--- config.mk ---
export PLATFORM = sky130hd
export DESIGN_NAME = fmt_fadd
export DESIGN_NICKNAME = d
export VERILOG_FILES = /design/src/sv/fmt_pkg.sv /design/src/sv/fmt_fadd.sv
export SDC_FILE = /design/constraint.sdc
export NUM_CORES = 1
export LEC_CHECK = 0
export ABC_AREA = 1
export BUFFER_PORTS_ARGS = -buffer_cell sky130_fd_sc_hd__buf_2
export CORE_MARGIN = 2
export CORE_UTILIZATION = 55
export CTS_CLUSTER_SIZE = 24
export DETAILED_ROUTE_END_ITERATION = 16
export GPL_TIMING_DRIVEN = 0
export MAX_ROUTING_LAYER = met4
export PLACE_DENSITY = 0.74
export SYNTH_ARGS = -nofsm -noshare
export SYNTH_HDL_FRONTEND = slang
export SYNTH_SLANG_ARGS = --single-unit
--- constraint.sdc ---
create_clock -name i_clk -period 7.41 [get_ports i_clk]
set_input_delay 0.3705 -clock i_clk [delete_from_list [all_inputs] [get_ports i_clk]]
set_output_delay 0.3705 -clock i_clk [all_outputs]
set_load 0.02 [all_outputs]
--- src/sv/fmt_pkg.sv ---
package fmt_pkg;

    localparam int NUM_REGS  = 8;
    localparam int CFG_IDX_W = 4;
    localparam int CFG_DAT_W = 64;

    localparam logic [31:0] QNAN     = 32'h7FC0_0000;
    localparam logic [63:0] ONE_LO   = 64'h0000_0000_3F80_0000;
    localparam logic [63:0] ONE_HI   = 64'h3F80_0000_0000_0000;

    // Pipeline depth: multiply, then two adder levels, three stages each
    localparam int MUL_LAT = 3;
    localparam int ADD_LAT = 3;
    localparam int PIPE_LAT = MUL_LAT + 2 * ADD_LAT;

    typedef struct packed {
        logic [31:0] in_row0;
        logic [31:0] in_row1;
        logic [31:0] in_row2;
        logic [31:0] in_row3;
        logic        batch_end_in;
    } t_vec_in;

    typedef struct packed {
        logic [31:0] out_row0;
        logic [31:0] out_row1;
        logic [31:0] out_row2;
        logic [31:0] out_row3;
        logic        batch_end_out;
    } t_vec_out;

    // Leading zero count of a 48-bit word (48 when zero)
    function automatic logic [5:0] lzc48(input logic [47:0] v);
        logic [5:0] cnt;
        cnt = 6'd48;
        for (int i = 0; i < 48; i++) begin
            if (v[i]) begin
                cnt = 6'(47 - i);
            end
        end
        return cnt;
    endfunction

    // Leading zero count of a 27-bit word (27 when zero)
    function automatic logic [4:0] lzc27(input logic [26:0] v);
        logic [4:0] cnt;
        cnt = 5'd27;
        for (int i = 0; i < 27; i++) begin
            if (v[i]) begin
                cnt = 5'(26 - i);
            end
        end
        return cnt;
    endfunction

endpackage

--- src/sv/fmt_fadd.sv ---
module fmt_fadd (
    input  logic        i_clk,
    input  logic        i_en,
    input  logic [31:0] i_a,
    input  logic [31:0] i_b,
    output logic [31:0] o_y
);

    // stage A: classify, order by magnitude, align the smaller operand
    logic [31:0] big, sml;
    logic [7:0]  eb_f, es_f, eb_e, es_e, d;
    logic [26:0] mbig, msml, shf;
    logic        nan_a, nan_b, inf_a, inf_b, sub, sticky;

    logic [26:0] r_a_mbig, r_a_msml;
    logic [7:0]  r_a_exp;
    logic        r_a_sub, r_a_sign, r_a_zsign, r_a_nan, r_a_inf, r_a_isign;

    always_comb begin
        if (i_a[30:0] >= i_b[30:0]) begin
            big = i_a;
            sml = i_b;
        end else begin
            big = i_b;
            sml = i_a;
        end
        eb_f = big[30:23];
        es_f = sml[30:23];
        eb_e = (eb_f == 8'd0) ? 8'd1 : eb_f;
        es_e = (es_f == 8'd0) ? 8'd1 : es_f;
        d    = eb_e - es_e;
        mbig = {|eb_f, big[22:0], 3'b000};
        msml = {|es_f, sml[22:0], 3'b000};
        if (d >= 8'd27) begin
            shf    = 27'd0;
            sticky = |msml;
        end else begin
            shf    = msml >> d;
            sticky = |(msml & ~({27{1'b1}} << d));
        end
        sub   = i_a[31] ^ i_b[31];
        nan_a = (i_a[30:23] == 8'hFF) && (i_a[22:0] != 23'd0);
        nan_b = (i_b[30:23] == 8'hFF) && (i_b[22:0] != 23'd0);
        inf_a = (i_a[30:23] == 8'hFF) && (i_a[22:0] == 23'd0);
        inf_b = (i_b[30:23] == 8'hFF) && (i_b[22:0] == 23'd0);
    end

    always_ff @(posedge i_clk) begin
        if (i_en) begin
            r_a_mbig  <= mbig;
            r_a_msml  <= {shf[26:1], shf[0] | sticky};
            r_a_exp   <= eb_e;
            r_a_sub   <= sub;
            r_a_sign  <= big[31];
            r_a_zsign <= i_a[31] & i_b[31];
            r_a_nan   <= nan_a | nan_b | (inf_a & inf_b & sub);
            r_a_inf   <= inf_a | inf_b;
            r_a_isign <= inf_a ? i_a[31] : i_b[31];
        end
    end

    // stage B: add or subtract magnitudes, count leading zeros
    logic [27:0] sum;

    logic [27:0] r_b_sum;
    logic [4:0]  r_b_lz;
    logic [7:0]  r_b_exp;
    logic        r_b_sign, r_b_zsign, r_b_nan, r_b_inf, r_b_isign;

    always_comb begin
        if (r_a_sub) begin
            sum = {1'b0, r_a_mbig} - {1'b0, r_a_msml};
        end else begin
            sum = {1'b0, r_a_mbig} + {1'b0, r_a_msml};
        end
    end

    always_ff @(posedge i_clk) begin
        if (i_en) begin
            r_b_sum   <= sum;
            r_b_lz    <= fmt_pkg::lzc27(sum[26:0]);
            r_b_exp   <= r_a_exp;
            r_b_sign  <= r_a_sign;
            r_b_zsign <= r_a_zsign;
            r_b_nan   <= r_a_nan;
            r_b_inf   <= r_a_inf & ~r_a_nan;
            r_b_isign <= r_a_isign;
        end
    end

    // stage C: normalize, round to nearest even, pack
    logic [26:0] nrm;
    logic [8:0]  e1;
    logic [7:0]  lim, sh, efld;
    logic        rnd;
    logic [30:0] mag;
    logic [31:0] n_y;
    logic [31:0] r_y;

    always_comb begin
        lim = r_b_exp - 8'd1;
        sh  = ({3'b0, r_b_lz} < lim) ? {3'b0, r_b_lz} : lim;
        if (r_b_sum[27]) begin
            nrm = {r_b_sum[27:2], r_b_sum[1] | r_b_sum[0]};
            e1  = {1'b0, r_b_exp} + 9'd1;
        end else begin
            nrm = r_b_sum[26:0] << sh;
            e1  = {1'b0, r_b_exp - sh};
        end
        efld = nrm[26] ? e1[7:0] : 8'd0;
        rnd  = nrm[2] & (nrm[1] | nrm[0] | nrm[3]);
        mag  = {efld, nrm[25:3]} + {30'd0, rnd};
        if (r_b_nan) begin
            n_y = fmt_pkg::QNAN;
        end else if (r_b_inf) begin
            n_y = {r_b_isign, 8'hFF, 23'd0};
        end else if (r_b_sum == 28'd0) begin
            n_y = {r_b_zsign, 31'd0};
        end else if (e1 >= 9'd255) begin
            n_y = {r_b_sign, 8'hFF, 23'd0};
        end else begin
            n_y = {r_b_sign, mag};
        end
    end

    always_ff @(posedge i_clk) begin
        if (i_en) begin
            r_y <= n_y;
        end
    end

    assign o_y = r_y;

endmodule

-- Word level (Yosys, flattened, before mapping)
Cells that the tools add are included.
- bits of input ports: 66
- logic and storage cells: 119
- output and inout port bits: 32
- bits in registers: 143
- equal/unequal tests: 2
- add/subtract/negate cells: 7
- multiplexer cells: 41
- reductions and logical operators: 21
- shift-type cells: 3
- bitwise operators: 16
- order comparisons: 4
- operators by type and width (cell ; count):
    $mux 32 ; 3
    $mux 31 ; 2
    $mux 5 ; 10
    $logic_not 23->1 ; 2
    $reduce_bool 23->1 ; 2
    $mux 4 ; 8
    $mux 8 ; 4
    $add 31x1->31 ; 1
    $ge 31x31->1 ; 1
    $reduce_or 31->1 ; 1
    $add 27x27->28 ; 1
    $logic_not 28->1 ; 1
    $mux 28 ; 1
    $sub 27x27->28 ; 1
    $and 27x27->27 ; 1
    $mux 27 ; 1
    $not 27->27 ; 1
    $reduce_or 27->1 ; 1
    $shl 27x8->27 ; 1
    $shl 27x8->27 const A ; 1
    $shr 27x8->27 ; 1
    $reduce_or 8->1 ; 3
    $eq 8x8->1 const B ; 2
    $logic_not 8->1 ; 2
    18 further kinds ; 42

-- Longest topological paths before layout
- depth after elaboration: 28
- mapped depth: 43
- gate-level depth less buffers: 40

-- Worst setup path before layout
OpenSTA, ideal clock, no wires.
- path kind: input to register
- start point: input i_b[8]
- end point: register r_a_msml[0], data pin
- arrival: 4914 ps
- buffers on the path: 3
- setup slack: 2243 ps
- library setup time: 253 ps
- data required time: 7157 ps
- stages on the path: 37
- cell sequence: inv_1 -> ha_1 -> nand2_1 -> inv_1 -> o21bai_1 -> a21oi_1 -> nor3_1 -> nand3_1 -> nand3_1 -> nand3_1 -> clkinv_1 -> clkbuf_1 -> clkbuf_1 -> o21ai_0 -> inv_1 -> nor2_1 -> nand4_1 -> nand2_1 -> inv_1 -> ha_1 -> inv_1 -> fa_1 -> nand2_1 -> inv_1 -> a21boi_1 -> o21ai_0 -> xnor2_1 -> nand2_1 -> clkbuf_1 -> nor2_1 -> nand2_1 -> o21bai_1 -> o21ai_0 -> nor3b_1 -> nand4_1 -> nor2_1 -> nand2_1
- cells in the longest elaborated chain, start to end: 11
- elaborated cells on any way between the ends: 19
- those cells by class: 1 x add/sub; 2 x order compare; 2 x shift; 6 x mux; 3 x bitwise; 5 x reduce/logical
- RTL lines (item ; line ; RTL):
    from (decl) ; fmt_fadd.sv:5 ; input logic [31:0] i_b,
    $ge 31x31->1 * ; fmt_fadd.sv:20 ; if (i_a[30:0] >= i_b[30:0]) begin
    $mux 32 * ; fmt_fadd.sv:20 ;
    $logic_not 8->1 ; fmt_fadd.sv:29 ; eb_e = (eb_f == 8'd0) ? 8'd1 : eb_f;
    $mux 8 * ; fmt_fadd.sv:29 ;
    named net eb_e[0] ; fmt_fadd.sv:11 ; logic [7:0] eb_f, es_f, eb_e, es_e, d;
    $sub 8x8->8 * ; fmt_fadd.sv:31 ; d = eb_e - es_e;
    $shl 27x8->27 ; fmt_fadd.sv:39 ; sticky = |(msml & ~({27{1'b1}} << d));
    $not 27->27 ; fmt_fadd.sv:39 ;
    $and 27x27->27 ; fmt_fadd.sv:39 ;
    $reduce_or 27->1 ; fmt_fadd.sv:39 ;
    $mux 1 ; fmt_fadd.sv:34 ; if (d >= 8'd27) begin
    $or 1x1->1 * ; fmt_fadd.sv:51 ; r_a_msml <= {shf[26:1], shf[0] | sticky};
    to (signal assigned) ; fmt_fadd.sv:51 ;
    to (decl) ; fmt_fadd.sv:15 ; logic [26:0] r_a_mbig, r_a_msml;
Mark *: on every way through the listed nets, which the timed path passes. The rest lies on a longest branch.
A chain may end at the register's enable or synchronous reset.

-- Worst setup path after layout
- start point: input i_b[30]
- end point: register r_a_msml[12], data pin
- cells in the longest elaborated chain, start to end: 6
- elaborated cells on any way between the ends: 11
- those cells by class: 1 x add/sub; 2 x order compare; 1 x shift; 4 x mux; 3 x reduce/logical
- RTL lines (item ; line):
    $ge 31x31->1 ; fmt_fadd.sv:20
    $mux 32 * ; fmt_fadd.sv:20
    $logic_not 8->1 ; fmt_fadd.sv:29
    $mux 8 * ; fmt_fadd.sv:29
    named net eb_e[7] ; fmt_fadd.sv:11
    $sub 8x8->8 * ; fmt_fadd.sv:31
    $shr 27x8->27 / $ge 8x5->1 (equally long branches) ; fmt_fadd.sv:38, fmt_fadd.sv:34
Marks and branches as above.

==> run metrics <==
Primary FF master, synth edfxtp_1; die footprint 29100 um^2; syn avg cell area roughly 6.5 um^2; crit-path max cell delay between 0.5 and 0.6 ns; total leakage power 0.00815 uW; first-pass GRT wire length 83.8 mm; fmax around 150 MHz; worst skew pair latency 0.46 ns; Post-route DRC 0; sequential cell fraction of total power 0.243; largest cells by area after synthesis edfxtp_1 (28%), nand2_1 (17%), nand3_1 (11%); EDFF count, synth 143; Synth Area in Simple Gates 0.390; number of max-cap violations 0; Antenna diodes 0; CTS sink cnt 143; area share of the largest cell type after synthesis 0.282; Critical Path Slowest Stage Cell o21ai_0; Cells after Synth ~2.3k; post-synth top area cell edfxtp_1; pin count of the biggest net entering global routing 88; H-Tree Level Count 4; DR iter-0 viols around 2.0k; Post-Route WL 53.6 mm; initial core utilization 0.562; vias in the first global route between 15k and 20k; P_int 2300 uW; CTS Hold Bufs 0; largest family of logic cells by synthesized area simple AND/OR/NAND/NOR gates; Clk pwr share 0.181; total negative slack 0 ns; Hold Fails Final Rpt 0; Final Skew 0.0216 ns; compound-gate portion of the synthesized area 0.126; Synth warnings 0; chip width between 150 and 200 um; CP Class in2reg; Max rail drop VDD 0.184 mV; CTS Buf Count 17; WHS 0.231 ns; mux cell area share after synthesis 0.000739; synthesized area 15200 um^2; Seq/Total Area, Yosys 0.282; Post-DRT Antenna Nets 0; GPL Wtd Cong roughly 1.1; FFs w/ async S/R, synth 0; Crit path top cell by count nand2_1; fin nets 2616; unrepaired setup endpoints after global routing no; Largest delay share family, worst path simple AND/OR/NAND/NOR gates; final std cells w/o fill 2830; wire length per cell 18.9 um; post-CTS sizing 0; Finished Cell Area ~17000 um^2; CP arrival approximately 7.1 ns; worst hold path class in2reg; dpl cells 2798; Distinct cells, synth 62; Ports 98; DP Area 16200 um^2; WP data required 7.60 ns; via/cell ratio 5.93; Core Region 27100 um^2; Net Sw Power 2490 uW; Overflow after GRT 0; CTS tree done; final slew viol count 0; CTS Buffer Depth 2; # rows 60; Worst-Margin Slew 0.854 ns; Yosys reg bits 143; gr usage total 0.388; share of layout cells above drive strength 1 0.103; GR Layer Usage met3 0.0535; Switching Share 0.520; met2 usage 0.586; commonest non-fill, non-tap cell in the layout nand2_1; Critical Path Start Type primary input; Clock Root Buffer clkbuf_16; chip height 170 um; PortBufs 97; P&R area growth vs syn 10.2%; critical-path maximum fanout 10; Adder-Cell Fraction of Synth Area 0.0877; pwr/cell area 285 nW/um^2; CP Buf/Inv Count 11; outcome finished, final reports clean; most frequent cells in the layout nand2_1 (701), nand3_1 (322), inv_1 (263); shortest period the worst path allows 6.88 ns; XOR/XNOR share of the synthesized area 0.0149; Post-CTS Setup Inserts 0; Setup Viol. Count Final 0; initial antenna violation count 0; HPWL after DPL 43.3 mm; most used routing layer in global routing met2; Pre-antenna DRT Iters 7; CP Capture Type flop; via count 16.8k; combinational power share 0.577; period utilization 0.928; met1 GRT Util 0.521; clock-pin slew on the worst setup and hold paths roughly 0.08 ns; slew margin rel. 0.426
## cell families (layout without fill, tap and decap cells)
family	Yosys count	after routing
buffers and inverters	371	501
AO/OA/AOI/OAI	342	342
adder cells (fa/ha/maj)	105	105
flip-flops	143	143
AND/OR/NAND/NOR	1338	1338
multiplexers	1	1
XOR/XNOR	26	26
other	1	2
## power groups by stage
stage | sequential (uW) | clock (uW) | combinational (uW)
finish | 1160 | 865 | 2760
global route | 1170 | 898 | 3060
CTS | 1160 | 871 | 2680
detailed placement | 1170 | 0 | 2660
global placement | 1170 | 0 | 2630
floorplan | 1140 | 0 | 1920
## final cells by class
class / count / area [um^2]
plain buffers: 87 / 442
well taps: 372 / 465
multi-input cells: 1814 / 9450
repair buffers: 98 / 519
clock buffers: 17 / 425
clock inverters: 15 / 129
fillers: 2593 / 10300
inverters: 284 / 1070
flip-flops and latches: 143 / 4290
## synthesized netlist by cell type (19+ instances only)
| cell | number |
|---|---|
| nand2_1 | 701 |
| nand3_1 | 323 |
| inv_1 | 263 |
| nor2_1 | 157 |
| o21ai_0 | 150 |
| edfxtp_1 | 143 |
| a21oi_1 | 120 |
| ha_1 | 102 |
| clkbuf_1 | 47 |
| nand4_1 | 41 |
| xor2_1 | 22 |
| nor3_1 | 21 |
| nor4_1 | 19 |
## metrics by stage
stage	worst slack, ns	total power (uW)	util
2_1_floorplan	2.24	3060	-
3_3_place_gp	0.137	3800	0.597
3_5_place_dp	0.0928	3830	0.599
4_1_cts	0.573	4700	0.619
5_1_grt	0.185	5130	0.620
6_report	0.533	4790	0.620
## routing by layer
layer | up-vias | share of wire
met3 | 164 | 0.090
met1 | 7698 | 0.43
li1 | 8027 | -
met5 | - | 0
met2 | 890 | 0.44
met4 | 0 | 0.046
## state kept, by name, summed over array words and instances, names as in the netlist
| register | count |
|---|---|
| o_y | 32 |
| r_b_sum | 28 |
| r_a_msml | 27 |
| r_a_mbig | 24 |
| r_a_exp | 8 |
| r_b_exp | 8 |
| r_b_lz | 5 |
| r_a_inf | 1 |
| r_a_isign | 1 |
| r_a_nan | 1 |
| r_a_sign | 1 |
| r_a_sub | 1 |
| r_a_zsign | 1 |
| r_b_inf | 1 |
| r_b_isign | 1 |
| r_b_nan | 1 |
| r_b_sign | 1 |
| r_b_zsign | 1 |
## tightest hold or removal path, cell delays in order
cell and delay [ns]:
buf_2 0.11, nand2_1 0.05, o21ai_0 0.06
## worst paths after layout
check | start | endpoint | depth (start not counted) | slack [ns]
max | i_b[30] | r_a_msml[12]$_SDFFCE_PP0P_ | 35 | 0.53
min | i_a[0] | r_a_mbig[3]$_DFFE_PP_ | 3 | 0.23
max reg2reg | r_b_exp[0]$_DFFE_PP_ | o_y[12]$_SDFFCE_PP0P_ | 33 | 1.00
min reg2reg | r_a_sign$_DFFE_PP_ | r_b_sign$_DFFE_PP_ | 0 | 0.42
Note: power is estimated with default switching activity, not from simulation.
