`src/sv/fmt_pkg.sv`:
```
package fmt_pkg;

    localparam int NUM_REGS  = 8;
    localparam int CFG_IDX_W = 4;
    localparam int CFG_DAT_W = 64;

    localparam logic [31:0] QNAN     = 32'h7FC0_0000;
    localparam logic [63:0] ONE_LO   = 64'h0000_0000_3F80_0000;
    localparam logic [63:0] ONE_HI   = 64'h3F80_0000_0000_0000;

    // Pipeline depth: multiply, then two adder levels, three stages each
    localparam int MUL_LAT = 3;
    localparam int ADD_LAT = 3;
    localparam int PIPE_LAT = MUL_LAT + 2 * ADD_LAT;

    typedef struct packed {
        logic [31:0] in_row0;
        logic [31:0] in_row1;
        logic [31:0] in_row2;
        logic [31:0] in_row3;
        logic        batch_end_in;
    } t_vec_in;

    typedef struct packed {
        logic [31:0] out_row0;
        logic [31:0] out_row1;
        logic [31:0] out_row2;
        logic [31:0] out_row3;
        logic        batch_end_out;
    } t_vec_out;

    // Leading zero count of a 48-bit word (48 when zero)
    function automatic logic [5:0] lzc48(input logic [47:0] v);
        logic [5:0] cnt;
        cnt = 6'd48;
        for (int i = 0; i < 48; i++) begin
            if (v[i]) begin
                cnt = 6'(47 - i);
            end
        end
        return cnt;
    endfunction

    // Leading zero count of a 27-bit word (27 when zero)
    function automatic logic [4:0] lzc27(input logic [26:0] v);
        logic [4:0] cnt;
        cnt = 5'd27;
        for (int i = 0; i < 27; i++) begin
            if (v[i]) begin
                cnt = 5'(26 - i);
            end
        end
        return cnt;
    endfunction

endpackage

```
`src/sv/fmt_fmul.sv`:
```
module fmt_fmul (
    input  logic        i_clk,
    input  logic        i_en,
    input  logic [31:0] i_a,
    input  logic [31:0] i_b,
    output logic [31:0] o_y
);

    // stage A: unpack, classify, integer multiply
    logic [7:0]  ea, eb;
    logic [22:0] fa, fb;
    logic [23:0] ma, mb;
    logic        nan_a, nan_b, inf_a, inf_b, zro_a, zro_b;
    logic [9:0]  eea, eeb;

    logic [47:0]        r_a_prod;
    logic signed [10:0] r_a_exp;
    logic               r_a_sign, r_a_nan, r_a_inf;

    always_comb begin
        ea = i_a[30:23];
        eb = i_b[30:23];
        fa = i_a[22:0];
        fb = i_b[22:0];
        ma = {|ea, fa};
        mb = {|eb, fb};
        eea = (ea == 8'd0) ? 10'd1 : {2'b0, ea};
        eeb = (eb == 8'd0) ? 10'd1 : {2'b0, eb};
        nan_a = (ea == 8'hFF) && (fa != 23'd0);
        nan_b = (eb == 8'hFF) && (fb != 23'd0);
        inf_a = (ea == 8'hFF) && (fa == 23'd0);
        inf_b = (eb == 8'hFF) && (fb == 23'd0);
        zro_a = (ea == 8'd0) && (fa == 23'd0);
        zro_b = (eb == 8'd0) && (fb == 23'd0);
    end

    always_ff @(posedge i_clk) begin
        if (i_en) begin
            r_a_prod <= ma * mb;
            r_a_exp  <= signed'({1'b0, eea}) + signed'({1'b0, eeb}) - 11'sd126;
            r_a_sign <= i_a[31] ^ i_b[31];
            r_a_nan  <= nan_a | nan_b | (inf_a & zro_b) | (inf_b & zro_a);
            r_a_inf  <= inf_a | inf_b;
        end
    end

    // stage B: leading zeros, pick shift direction and amount
    logic [5:0]         lz;
    logic signed [10:0] dexp;
    logic               n_left, n_ovf;
    logic [5:0]         n_sh;
    logic [7:0]         n_be;

    logic [47:0] r_b_prod;
    logic        r_b_left, r_b_ovf, r_b_sign, r_b_nan, r_b_inf;
    logic [5:0]  r_b_sh;
    logic [7:0]  r_b_be;

    always_comb begin
        lz     = fmt_pkg::lzc48(r_a_prod);
        dexp   = r_a_exp - signed'({5'b0, lz});
        n_left = 1'b1;
        n_ovf  = 1'b0;
        n_sh   = lz;
        n_be   = 8'd0;
        if (dexp >= 11'sd1) begin
            n_be  = dexp[7:0];
            n_ovf = (dexp >= 11'sd255);
        end else if (r_a_exp >= 11'sd1) begin
            // subnormal result, stop shifting at the minimum exponent
            n_sh = 6'(r_a_exp - 11'sd1);
        end else begin
            n_left = 1'b0;
            n_sh   = (r_a_exp <= -11'sd62) ? 6'd63 : 6'(11'sd1 - r_a_exp);
        end
    end

    always_ff @(posedge i_clk) begin
        if (i_en) begin
            r_b_prod <= r_a_prod;
            r_b_left <= n_left;
            r_b_ovf  <= n_ovf;
            r_b_sh   <= n_sh;
            r_b_be   <= n_be;
            r_b_sign <= r_a_sign;
            r_b_nan  <= r_a_nan;
            r_b_inf  <= r_a_inf & ~r_a_nan;
        end
    end

    // stage C: shift, round to nearest even, pack
    logic [47:0] nrm;
    logic        st_out, rnd;
    logic [30:0] mag;
    logic [31:0] n_y;
    logic [31:0] r_y;

    always_comb begin
        if (r_b_left) begin
            nrm    = r_b_prod << r_b_sh;
            st_out = 1'b0;
        end else begin
            nrm    = r_b_prod >> r_b_sh;
            st_out = |(r_b_prod & ~({48{1'b1}} << r_b_sh));
        end
        rnd = nrm[23] & ((|nrm[22:0]) | st_out | nrm[24]);
        mag = {r_b_be, nrm[46:24]} + {30'd0, rnd};
        if (r_b_nan) begin
            n_y = fmt_pkg::QNAN;
        end else if (r_b_inf || r_b_ovf) begin
            n_y = {r_b_sign, 8'hFF, 23'd0};
        end else if (r_b_prod == 48'd0) begin
            n_y = {r_b_sign, 31'd0};
        end else begin
            n_y = {r_b_sign, mag};
        end
    end

    always_ff @(posedge i_clk) begin
        if (i_en) begin
            r_y <= n_y;
        end
    end

    assign o_y = r_y;

endmodule

```
`config.mk`:
```
export PLATFORM = sky130hd
export DESIGN_NAME = fmt_fmul
export DESIGN_NICKNAME = d
export VERILOG_FILES = /design/src/sv/fmt_pkg.sv /design/src/sv/fmt_fmul.sv
export SDC_FILE = /design/constraint.sdc
export NUM_CORES = 2
export LEC_CHECK = 0
export BUFFER_PORTS_ARGS = -buffer_cell sky130_fd_sc_hd__buf_4
export CORE_MARGIN = 5
export CORE_UTILIZATION = 30
export CTS_CLUSTER_DIAMETER = 30
export CTS_CLUSTER_SIZE = 24
export DETAILED_ROUTE_END_ITERATION = 6
export PLACE_DENSITY = 0.55
export SLEW_MARGIN = 25
export SYNTH_ARGS = -nofsm -noshare
export SYNTH_HDL_FRONTEND = slang
export SYNTH_SLANG_ARGS = --single-unit
```
`constraint.sdc`:
```
create_clock -name i_clk -period 13.1 [get_ports i_clk]
set_input_delay 0.655 -clock i_clk [delete_from_list [all_inputs] [get_ports i_clk]]
set_output_delay 0.655 -clock i_clk [all_outputs]
set_load 0.03 [all_outputs]
```
# Word level (Yosys, flattened, before mapping)
# Cells that the tools add are included.
dict set report op_classes {
  reduce_logical 20
  n_mux 58
  div_mod_pow 0
  n_addsub 6
  n_eq_ne 2
  bitwise_logic 14
  shifts 3
  magnitude_cmp 4
  multipliers 1
}
# operator n
set ops {}
lappend ops {{6-bit 2-to-1 mux} 50}
lappend ops {{48-bit AND} 1}
lappend ops {{48-bit zero test} 1}
lappend ops {{24-bit by 24-bit multiplier with 48-bit output} 1}
lappend ops {{48-bit NOT} 1}
lappend ops {{48-bit OR reduction} 1}
lappend ops {{48-bit by 6-bit left shift with 47-bit output} 1}
lappend ops {{48-bit by 6-bit left shift with 48-bit output (first input constant)} 1}
lappend ops {{48-bit by 6-bit >> shifter with 47-bit output} 1}
lappend ops {{47-bit 2-to-1 mux} 1}
lappend ops {{23-bit zero test} 2}
lappend ops {{23-bit nonzero test} 2}
lappend ops {{31-bit by 1-bit adder with 31-bit output} 1}
lappend ops {{31-bit 2-to-1 mux} 1}
lappend ops {{23-bit 2-to-1 mux} 1}
lappend ops {{23-bit OR reduction} 1}
lappend ops {{8-bit == test (second input constant)} 2}
lappend ops {{8-bit zero test} 2}
lappend ops {{8-bit 2-to-1 mux} 2}
lappend ops {{8-bit OR reduction} 2}
lappend ops {{11-bit by 2-bit >= comparator with 1-bit output (second input constant)} 1}
lappend ops {{11-bit by 9-bit >= comparator with 1-bit output (second input constant)} 1}
lappend ops {{10-bit by 7-bit subtractor with 11-bit output} 1}
lappend ops {{10-bit by 2-bit >= comparator with 1-bit output (second input constant)} 1}
lappend ops {{other kinds (15)} 29}
dict set report word_totals {
  memories 0
  elab_cells 124
  mem_bits_ro 0
  inputBits 66
  ff_bits 160
  latchBits 0
  mem_bits_rw 0
}

# Longest topological paths before layout
dict set report depth {
  word_depth 51
  mapped_depth 27
  ltp_nobuf 26
}

# Worst setup path before layout
# OpenSTA, ideal clock, no wires.
dict set report synth_timing {
  path_type {input-to-reg}
  start {in i_b[6]}
  end {reg r_a_prod[45] (data pin)}
  t_arrival_ns 7.321
  path_stages 24
  path_buffers 3
  required_time_ns 12.965
  setup_slack_ns 5.643
  path_cell_list {clkbuf_1 clkbuf_1 nand2_1 fa_1 inv_1 fa_1 fa_1 fa_1 fa_1 inv_1 fa_1 inv_1 fa_1 ha_1 clkbuf_1 o211ai_1 o21ai_0 nand3_1 o31ai_1 a31o_2 a31o_2 a21oi_1 or4b_2 nand3_1}
}
dict set report synth_between {
  elab_chain_len 1
}
# item line
set synth_rtl {}
lappend synth_rtl {{start, declared} fmt_fmul.sv:5} ;# input logic [31:0] i_b,
lappend synth_rtl {{24-bit by 24-bit multiplier with 48-bit output} fmt_fmul.sv:39} ;# r_a_prod <= ma * mb;
lappend synth_rtl {{end signal, assigned} fmt_fmul.sv:39}
lappend synth_rtl {{end, declared} fmt_fmul.sv:16} ;# logic [47:0] r_a_prod;
# No other way between the ends.
# A chain may end at the register's enable or synchronous reset.

# Final worst setup path
dict set report layout_timing {
  start {in i_a[14]}
  end {reg r_a_prod[45] (data pin)}
}
dict set report layout_between {
  elab_chain_len 1
}
# item line
set layout_rtl {}
lappend layout_rtl {{start, declared} fmt_fmul.sv:4} ;# input logic [31:0] i_a,
lappend layout_rtl {{24-bit by 24-bit multiplier with 48-bit output} fmt_fmul.sv:39}
# No other way between the ends.

==> flow_results.org <==
** Run status
- Result of the run :: finished, final reports clean

** Clock network
- No sink is reached through more buffers than the 2 on the longest clock path.
- The tree is rooted in a sky130_fd_sc_hd__clkbuf_16.
- In this run, CTS created clock tree buffers numbering 17.
- TritonCTS built the clock tree.
- Number of post-CTS setup repair buffers :: 0
- Clock input transition at the sequential cells of the worst setup and hold paths :: 0.07 ns
- Counting every sink on the clock net gives 160.
- After clock tree synthesis, the repair step resized 0 gates.
- The clock tree synthesis step divided the H-tree into 4 levels.
- Clock insertion delay at the later pin of the skew report :: about 0.47 ns
- Number of buffers inserted by hold repair at cts :: 0

** STA
- Final Hold Violating Endpoints :: 0
- Measured against its own limit, the worst slew margin works out to 26.8%.
- Setup TNS Final :: 0 ns
- In the finished design, the share of the clock period the worst path needs comes to between 50% and 60%.
- The count of final max-slew check failures was 0.
- Between clock sinks in the finished design, the worst skew comes to approximately 0.011 ns.
- Achievable clock frequency :: 132 MHz
- Unrepaired setup endpoints after global routing :: false
- Setup violations remaining at the end of the flow were counted as 0.
- Minimum period implied by the final worst setup slack :: 7.59 ns
- Smallest setup slack after layout :: 5.51 ns
- Slew at the pin with the worst max-slew slack :: 1.09 ns

** Drt
- Detail Route Antenna Nets :: 0
- Final routed wire length divided by cell count :: ~20 um
- For this run, design rule violations remaining after detail routing come to 0.
- Using the TritonRoute via totals, the vias-per-cell ratio works out to 5.26.
- Overall via count from detail_route :: 25111
- The first TritonRoute pass finished after 5 iterations.
- The first routing iteration left between 1500 and 2000 violations.
- For this block, the routed nets add up to 97.8 mm of wire.

** Layout
- Of the cells placed in the final design, the portion with a size suffix greater than 1 is 8.42%.
- Syn-to-layout area delta :: 6.95%
- At the end of the flow the core is filled with cells to 32.2%.
- Excluding fillers, the count of instances in the completed layout stands at roughly 4800.
- The filler cells instantiated in the layout total about 11000.
- After the last flow step, the layout net total stands at 4111.

** Placement
- The HPWL after detailed placement is 71.9 mm.
- The number of placed instances, taps included, is 4745.
- Gp weighted congestion :: 0.932
- Port buffering added 97 buffers.
- Before CTS, the worst setup slack after placement is 4.97 ns.

** Critical path
- Critical path launch point type :: input pin
- Worst EP arrival :: 7.92 ns
- For the worst setup path, the data required time is 13.43 ns.
- Crit. End Element :: flip-flop
- Critical path fanouts, max :: 25
- Type of the worst setup path :: input pin to flip-flop

** Run
- Number of max-cap violations :: 0

** Global routing
- Antenna violations before repair :: 1
- The via count of the first global-routing pass came to around 26000.
- Entering global routing, the biggest net connects 165 pins.
- Gr usage total :: between 10% and 20%
- First-pass GRT wire length :: 154 mm
- Grt ovf :: 0

** Die
- Initial Util :: 30.2%
- Die Ht :: 338 um
- The floorplan step defined a die boundary enclosing 114000 um^2.
- Core Rows :: 120
- After floorplanning, the core was sized to cover between 100000 and 150000 um^2.
- Horizontal extent of the die :: between 300 and 400 um
- roughly 100 I/O pins were placed.

** Synthesis
- In the synthesized netlist the dominant register cell turns out to be sky130_fd_sc_hd__edfxtp_1.
- Gate Count Post-Synth :: 3459
- Number of library cell types mapped by synthesis :: 93
- The number of nets handed over by synthesis was around 4200.
- Counting flops with an async set or reset pin after synthesis yields a share of 0%.
- Mean post-synth cell area :: 9.31 um^2
- Flop and latch count out of synthesis :: 160
- Total of warnings raised by yosys :: 0
- Counting flops with a built-in enable in the synthesized netlist gives 160.
- Sequential elements use 14.9% of the synthesized area.
- The mapped netlist covers 32200 um^2.

** Min path
- The tightest min-delay check is of the flip-flop to flip-flop type.
-- registers in the layout, summed over array words and instances, names as in the netlist --
| name | flops |
|---|---|
| r_b_prod | 48 |
| o_y | 32 |
| r_b_sign | 1 |
| r_b_sh | 6 |
| r_b_inf | 1 |
| r_a_sign | 1 |
| r_a_exp | 10 |
| r_a_inf | 1 |
| r_b_left | 1 |
| r_b_ovf | 1 |
| r_a_prod | 48 |
| r_a_nan | 1 |
| r_b_be | 8 |
| r_b_nan | 1 |
-- cells by family after synthesis --
group	after synthesis	share of synthesized area, %
and+or+nand+nor	1131	17.1
adders and majority gates	685	37.9
buffers and inverters	767	9.34
xor gates and xnor gates	84	2.29
AOI/OAI and AO/OA	440	9.20
DFF	160	14.9
muxes	192	9.22
-- path summary, 6_finish.rpt --
| kind | from | to | slack, ns | cells after the start |
|---|---|---|---|---|
| setup / recovery | i_a[14] | r_a_prod[45] | 5.51 | 24 |
| hold / removal | r_a_sign | r_b_sign | 0.42 | 0 |
| hold reg to reg | r_a_sign | r_b_sign | 0.42 | 0 |
| setup reg to reg | r_b_sh[0] | o_y[30] | 6.59 | 15 |
-- stage by stage --
| step | hold WS (ns) | cell area (um^2) |
|---|---|---|
| detailed placement | 0.406 | 33800 |
| CTS | 0.423 | 34400 |
| global placement | 0.405 | 33800 |
| floorplan | 0.400 | 32200 |
| global route | 0.441 | 34400 |
| finish | 0.420 | 34400 |
-- worst max-delay path: stages --
cell,delay (ns)
sky130_fd_sc_hd__buf_4,0.22
sky130_fd_sc_hd__and2_1,0.20
sky130_fd_sc_hd__fa_1,0.55
sky130_fd_sc_hd__inv_1,0.06
sky130_fd_sc_hd__fa_1,0.50
sky130_fd_sc_hd__fa_1,0.54
sky130_fd_sc_hd__inv_1,0.05
sky130_fd_sc_hd__fa_1,0.40
sky130_fd_sc_hd__fa_1,0.51
sky130_fd_sc_hd__fa_1,0.57
sky130_fd_sc_hd__inv_1,0.06
sky130_fd_sc_hd__fa_1,0.47
sky130_fd_sc_hd__inv_1,0.04
sky130_fd_sc_hd__ha_1,0.34
sky130_fd_sc_hd__or3_1,0.13
sky130_fd_sc_hd__o211ai_1,0.08
sky130_fd_sc_hd__o21ai_0,0.29
sky130_fd_sc_hd__nand3_1,0.22
sky130_fd_sc_hd__o31ai_1,0.72
sky130_fd_sc_hd__a31o_2,0.28
sky130_fd_sc_hd__a31o_2,0.16
sky130_fd_sc_hd__a21oi_1,0.11
sky130_fd_sc_hd__or4b_2,0.65
sky130_fd_sc_hd__nand3_1,0.10
-- cell usage after synthesis (12+ instances only) --
| cell | count | area, um^2 |
|---|---|---|
| sky130_fd_sc_hd__edfxtp_1 | 160 | 4800 |
| sky130_fd_sc_hd__o21ai_0 | 68 | 340 |
| sky130_fd_sc_hd__a21oi_1 | 107 | 536 |
| sky130_fd_sc_hd__nand2_1 | 477 | 1790 |
| sky130_fd_sc_hd__nor2b_1 | 22 | 138 |
| sky130_fd_sc_hd__nand4_1 | 15 | 93.8 |
| sky130_fd_sc_hd__o211ai_1 | 13 | 97.6 |
| sky130_fd_sc_hd__inv_1 | 535 | 2010 |
| sky130_fd_sc_hd__xor2_1 | 33 | 289 |
| sky130_fd_sc_hd__nor2_1 | 149 | 559 |
| sky130_fd_sc_hd__o22ai_1 | 13 | 81.3 |
| sky130_fd_sc_hd__fa_1 | 484 | 9690 |
| sky130_fd_sc_hd__clkbuf_1 | 181 | 679 |
| sky130_fd_sc_hd__buf_2 | 22 | 110 |
| sky130_fd_sc_hd__or4_1 | 12 | 90.1 |
| sky130_fd_sc_hd__mux4_1 | 15 | 394 |
| sky130_fd_sc_hd__o31ai_1 | 19 | 143 |
| sky130_fd_sc_hd__a21o_1 | 38 | 285 |
| sky130_fd_sc_hd__a211oi_1 | 23 | 173 |
| sky130_fd_sc_hd__nor4_1 | 41 | 257 |
| sky130_fd_sc_hd__mux2_2 | 52 | 586 |
| sky130_fd_sc_hd__and2_1 | 214 | 1340 |
| sky130_fd_sc_hd__nor3_1 | 52 | 260 |
| sky130_fd_sc_hd__mux4_2 | 59 | 1330 |
| sky130_fd_sc_hd__and3_1 | 19 | 119 |
| sky130_fd_sc_hd__o21a_1 | 16 | 120 |
| sky130_fd_sc_hd__xnor2_1 | 51 | 447 |
| sky130_fd_sc_hd__nand2b_1 | 26 | 163 |
| sky130_fd_sc_hd__or3_1 | 13 | 81.3 |
| sky130_fd_sc_hd__nand3_1 | 42 | 210 |
| sky130_fd_sc_hd__mux2i_1 | 66 | 661 |
| sky130_fd_sc_hd__a31oi_1 | 18 | 113 |
| sky130_fd_sc_hd__ha_1 | 200 | 2500 |
-- routing by layer --
metal | routed length (um) | GRT usage [%]
met4 | 2920 | 5.09
met2 | 43600 | 27.0
met5 | 13 | 0
met3 | 6740 | 2.62
met1 | 44600 | 24.6
-- layout by cell type (no fill, tap or decap), drive strengths merged, types with 42 or more instances in the layout --
| cell type | Yosys | routed |
|---|---|---|
| a21oi | 107 | 107 |
| and2 | 214 | 214 |
| buf | 47 | 114 |
| edfxtp | 160 | 160 |
| fa | 484 | 484 |
| ha | 200 | 200 |
| inv | 536 | 544 |
| mux2 | 52 | 52 |
| mux2i | 66 | 66 |
| mux4 | 74 | 74 |
| nand2 | 478 | 478 |
| nand3 | 42 | 42 |
| nor2 | 149 | 149 |
| nor3 | 53 | 53 |
| nor4 | 44 | 44 |
| o21ai | 77 | 77 |
| xnor2 | 51 | 51 |
-- layout make-up --
cell class                 count  area, um^2  area share, %
tap                         1403        1760           5.10
antenna                        1        2.50        0.00727
multi-input combinational   2532       24400           70.8
timing repair buffer         114         872           2.53
clock buffer                  17         425           1.24
clock inverter                15         174          0.505
inverter                     536        2010           5.84
sequential                   160        4800           14.0
Power is not shown: default switching activity piles up to over one toggle a cycle in this logic, so the estimate is an artifact.
